--- config.mk ---
export PLATFORM = sky130hd
export DESIGN_NAME = psrb_ctrl
export DESIGN_NICKNAME = d
export VERILOG_FILES = /design/src/hdl/psrb_pkg.sv /design/src/hdl/psrb_ctrl.sv
export SDC_FILE = /design/constraint.sdc
export NUM_CORES = 1
export LEC_CHECK = 0
export ABC_AREA = 0
export BUFFER_PORTS_ARGS = -buffer_cell sky130_fd_sc_hd__buf_4
export CAP_MARGIN = 10
export CORE_AREA = 2 2 39 41
export CTS_CLUSTER_SIZE = 12
export DETAILED_ROUTE_END_ITERATION = 7
export DIE_AREA = 0 0 41 43
export GPL_ROUTABILITY_DRIVEN = 1
export PLACE_DENSITY_LB_ADDON = 0.2
export RECOVER_POWER = 25
export SLEW_MARGIN = 30
export SYNTH_ARGS = -nofsm -noshare
export SYNTH_HDL_FRONTEND = slang
export SYNTH_SLANG_ARGS = --single-unit
--- constraint.sdc ---
create_clock -name clk -period 2 [get_ports clk]
set_clock_uncertainty 0.2 [all_clocks]
set_input_delay 0.4 -clock clk [delete_from_list [all_inputs] [get_ports clk]]
set_output_delay 0.4 -clock clk [all_outputs]
set_load 0.02 [all_outputs]
--- src/hdl/psrb_pkg.sv ---
// Shared constants, codes and control structs for the pipe slot ring buffers.
package psrb_pkg;

  localparam int SLOTS        = 8;
  localparam int BUFFER_BYTES = 512;

  localparam int SLOT_W = (SLOTS > 1) ? $clog2(SLOTS) : 1;
  localparam int PTR_W  = $clog2(BUFFER_BYTES);
  localparam int FILL_W = $clog2(BUFFER_BYTES + 1);
  localparam int ADDR_W = $clog2(SLOTS * BUFFER_BYTES);
  localparam int DEPTH  = SLOTS * BUFFER_BYTES;

  localparam logic [15:0] BASE_RESET = 16'd100;

  // request kinds
  localparam logic [2:0] KIND_CREATE   = 3'd0;
  localparam logic [2:0] KIND_READ     = 3'd1;
  localparam logic [2:0] KIND_WRITE    = 3'd2;
  localparam logic [2:0] KIND_CLOSE    = 3'd3;
  localparam logic [2:0] KIND_CLASSIFY = 3'd4;

  // result status codes
  localparam logic [2:0] STS_OK     = 3'd0;
  localparam logic [2:0] STS_EOS    = 3'd1;
  localparam logic [2:0] STS_BLOCK  = 3'd2;
  localparam logic [2:0] STS_BADFD  = 3'd3;
  localparam logic [2:0] STS_BROKEN = 3'd4;
  localparam logic [2:0] STS_NOSLOT = 3'd5;

  // classify answers
  localparam logic [1:0] END_NONE  = 2'd0;
  localparam logic [1:0] END_READ  = 2'd1;
  localparam logic [1:0] END_WRITE = 2'd2;

  localparam logic [1:0] ENDS_BOTH = 2'd2;

  typedef struct packed {
    logic load;        // latch the input transaction
    logic exec;        // decide and update slot state
    logic rd_capture;  // take byte from the store
    logic out_load;    // move result to the output register
  } dp_cmd_t;

  typedef struct packed {
    logic rd_go;       // current request reads the byte store
  } dp_sts_t;

endpackage

--- src/hdl/psrb_ctrl.sv ---
// Request sequencer: accept, execute, optional store read, hand off to output.
module psrb_ctrl (
  input  logic              clk,
  input  logic              rst_n,
  input  logic              in_tvalid,
  output logic              in_tready,
  output logic              out_tvalid,
  input  logic              out_tready,
  input  psrb_pkg::dp_sts_t sts,
  output psrb_pkg::dp_cmd_t cmd
);
  import psrb_pkg::*;

  typedef enum logic [3:0] {
    S_IDLE   = 4'b0001,
    S_EXEC   = 4'b0010,
    S_RDWAIT = 4'b0100,
    S_DONE   = 4'b1000
  } state_t;

  state_t state_r, state_nxt;
  logic   out_valid_r, out_valid_nxt;

  always_comb begin
    state_nxt = state_r;
    cmd       = '0;
    in_tready = 1'b0;
    case (state_r)
      S_IDLE: begin
        in_tready = 1'b1;
        if (in_tvalid) begin
          cmd.load  = 1'b1;
          state_nxt = S_EXEC;
        end
      end
      S_EXEC: begin
        cmd.exec  = 1'b1;
        state_nxt = sts.rd_go ? S_RDWAIT : S_DONE;
      end
      S_RDWAIT: begin
        cmd.rd_capture = 1'b1;
        state_nxt      = S_DONE;
      end
      S_DONE: begin
        // wait for the output register to free up
        if (!out_valid_r || out_tready) begin
          cmd.out_load = 1'b1;
          state_nxt    = S_IDLE;
        end
      end
      default: begin
        state_nxt = S_IDLE;
      end
    endcase
  end

  always_comb begin
    if (cmd.out_load) begin
      out_valid_nxt = 1'b1;
    end else if (out_tready) begin
      out_valid_nxt = 1'b0;
    end else begin
      out_valid_nxt = out_valid_r;
    end
  end

  always_ff @(posedge clk) begin
    if (!rst_n) begin
      state_r     <= S_IDLE;
      out_valid_r <= 1'b0;
    end else begin
      state_r     <= state_nxt;
      out_valid_r <= out_valid_nxt;
    end
  end

  assign out_tvalid = out_valid_r;

`ifndef SYNTHESIS
  a_accept_to_exec: assert property (@(posedge clk) disable iff (!rst_n)
    in_tvalid && in_tready |=> state_r == S_EXEC)
    else $error("accepted transaction did not start execution");

  a_rdwait_after_exec: assert property (@(posedge clk) disable iff (!rst_n)
    state_r == S_RDWAIT |-> $past(state_r == S_EXEC) && $past(sts.rd_go))
    else $error("store read wait without a read issue");

  a_load_sets_valid: assert property (@(posedge clk) disable iff (!rst_n)
    cmd.out_load |=> out_tvalid)
    else $error("result load did not raise out_tvalid");
`endif

endmodule

==> impl_summary.txt <==
----------------------------------------------------
[Layout]
  Synth-to-layout area growth ... 44.9%
  Number of inserted diodes ... 0
  Utilization after layout ... a little under a third
  Final nets ... 51
  Commonest cells after routing, fill and taps aside ... 11 x sky130_fd_sc_hd__buf_4, 4 x sky130_fd_sc_hd__nor2b_1, 3 x sky130_fd_sc_hd__clkbuf_4, 3 x sky130_fd_sc_hd__dfxtp_1
  Share of post-route cells with drive strength above 1 ... a little over two fifths
  Most frequent standard cell in the layout excluding fill and tap cells ... sky130_fd_sc_hd__buf_4
  Final standard cell count with taps included and fillers excluded ... just over 60

[CTS]
  Number of buffers on the longest clock path ... 2
  Clock latency of the later-clocked register in the worst-skew pair ... roughly 0.24 ns
  Clk pin slew, worst setup/hold paths ... roughly 0.050 ns
  Number of levels in the clock H-tree ... 1
  Number of buffers inserted for hold repair after clock tree synthesis ... 0
  Clock sink total ... 5
  Clock tree from TritonCTS ... built
  Cell at the root of the clock tree ... sky130_fd_sc_hd__clkbuf_4
  TritonCTS buffer count ... 3

[Worst setup path]
  Type of element launching the critical path ... flip-flop
  Worst reg2reg startpoint ... state_r[2]
  RR Endpoint ... state_r[0]
  CP Capture Type ... output port
  Setup slack of the worst register-to-register path ... roughly 0.65 ns
  Worst setup path category ... reg -> out
  Worst path required time ... around 1.4 ns
  Count of cells along the worst register-to-register path ... 3
  Arr. time, crit path ... 1.33 ns
  Max Fanout on Critical Path ... 7

[Placement]
  Final weighted congestion in routability-driven placement ... around 0.7
  Number of buffer cells added on primary ports ... 10
  Final HPWL from detailed placement ... slightly below 500 um
  Placed instance count ... 56

[Min path]
  Path type of the worst min-delay path ... in -> reg
  Count of cells along the worst hold path ... 2
  Hold Crit Endpoint ... out_tvalid
  Worst Min Path Start ... rst_n

[STA]
  Least-Margin Pin Slew ... between 0.3 and 0.4 ns
  Final Max Tran Viols ... 0
  Final Hold Violating Endpoints ... 0
  Fmax ... 518 MHz
  Min cycle time layout ... 1.93 ns
  Setup repair after global routing missed its margin ... no
  Worst rel slew slack ... ~76%
  Setup TNS ... 0 ns
  Crit share post-route ... a little over nine tenths
  Setup violation total in the final timing report ... 0

[Die]
  Starting utilization of the core area ... roughly a fifth
  Die Area ... about 0.0018 mm2
  Floorplan die height ... roughly 43 um
  Num rows ... 14
  Horiz. Die Dim ... about 41 um
  Placeable core region ... 0.00138 mm2
  Number of primary I/O pins ... 11

[Synth]
  Cell count after synthesis ... 31
  Yosys warning count ... 0
  Post-Synthesis Net Count ... 36
  Post-synth cell types ... 18
  FF+latch count, synth ... 5
  Share of the yosys chip area belonging to registers ... around a third
  Mapped Avg Cell Area ... between 9 and 10 um2
  Mapped cell area ... between 200 and 300 um2

[Global routing]
  Grt ovf ... 0
  First-pass GRT wire length ... roughly 900 um
  Vias in the first global route ... between 200 and 250
  Overall fraction of global-route tracks in use ... 8.24%
  Pin count of the biggest net entering global routing ... 8
  Antenna violations before repair ... 0

[Power and ir drop]
  Share of power burned in combinational logic ... between 20% and 30%
  Peak ir drop on the vdd network ... between 200 and 250 uV
  Power per cell area ... ~700 mW/mm2
  Part of the power in the clock network ... around 41%
  Register share of total power ... 38.8%
  Switching pwr ... 0.0000818 W
  Switching part of the total power ... 27.5%
  Cell-internal power ... ~0.00022 W
  Static leakage ... ~0.18 nW
  Power after layout ... around 0.00030 W

[Run status]
  Outcome ... complete, no violations

[Drt]
  Number of DRC violations after detailed routing ... 0
  Total iterations of the first detailed-routing run ... 2
  Vias/cell ... roughly 4.3
  Number of nets still failing antenna checks after routing ... 0
  Iter 0 DRT Violations ... 2
  Post-Route WL ... 668 um
  Number of vias after detailed routing ... about 270
  Routed wire per std cell ... about 11 um

[Run]
  Total of max-cap violations ... 0

----------------------------------------------------
synthesized netlist by cell type, drive strengths merged:
cell type | number | share of area [%]
dfxtp | 5 | 34
nor2b | 4 | 8.5
nor4b | 3 | 18
and2 | 2 | 4.2
inv | 2 | 2.5
nand2 | 2 | 2.5
nor2 | 2 | 2.5
o21ai | 2 | 3.4
a21bo | 1 | 3.4
a21oi | 1 | 1.7
and3 | 1 | 2.1
buf | 1 | 2.5
nor3b | 1 | 2.5
nor4bb | 1 | 3.4
o21a | 1 | 2.5
o21bai | 1 | 2.5
o311a | 1 | 3.4
logic make-up after synthesis:
logic type,synth area share (%)
flip-flops,33.9
AO/OA/AOI/OAI,16.9
AND/OR/NAND/NOR,44.1
buffers and inverters,5.09
area by class of cell:
| class | count | area [um2] |
|---|---|---|
| Fill cell | 159 | 956 |
| Timing Repair Buffer | 11 | 82.6 |
| Sequential cell | 5 | 103 |
| Multi-Input combinational cell | 23 | 189 |
| Tap cell | 16 | 20.0 |
| Clock buffer | 4 | 26.3 |
| Inverter | 2 | 7.51 |
layer usage:
layer / share of wire, % / up-vias / global-route usage [%]
met5: 0 / - / 0
met3: 6.0 / 2 / 3.14
met4: 1.2 / 0 / 10.0
li1: - / 138 / -
met2: 53 / 7 / 12.2
met1: 40 / 118 / 7.10
how the worst max path moves through the flow:
stage	start	endpoint	slack (ns)	cells after the start
2_1_floorplan	state_r[0]	cmd[3]	0.28	2
3_3_place_gp	state_r[3]	cmd[0]	0.34	3
3_5_place_dp	state_r[3]	cmd[0]	0.31	3
4_1_cts	state_r[3]	cmd[0]	0.04	3
5_1_grt	state_r[2]	cmd[3]	0.005	3
6_report	state_r[2]	cmd[3]	0.07	3
stage by stage:
stage / hold WS (ns) / instance area (um2) / setup slack (ns)
2_1_floorplan: 0.314 / 295 / 0.277
3_3_place_gp: 0.421 / 383 / 0.338
3_5_place_dp: 0.423 / 383 / 0.310
4_1_cts: 0.168 / 409 / 0.0417
5_1_grt: 0.173 / 428 / 0.00450
6_report: 0.173 / 428 / 0.0711
timing repair:
action,4_1_cts,5_1_grt
setup buffers,0,1
endpoints found under the setup margin,0,2
gates resized for setup,0,3
critical path, cell delays in order, from the launching register on:
cell and delay, ns:
sky130_fd_sc_hd__dfxtp_1 0.41, sky130_fd_sc_hd__nor4b_4 0.36, sky130_fd_sc_hd__and2_1 0.18, sky130_fd_sc_hd__buf_4 0.13
flip-flops by register name (all words and copies together), names as in the netlist:
signal / flops
out_tvalid: 1
state_r: 4
power groups by stage:
stage	clock (W)	sequential, W	combinational, W
floorplan	0	0.000113	0.0000339
global placement	0	0.000115	0.0000543
detailed placement	0	0.000115	0.0000550
CTS	0.000127	0.000113	0.0000551
global route	0.000129	0.000116	0.0000638
finish	0.000122	0.000115	0.0000599
(Power assumes the default switching activity.)
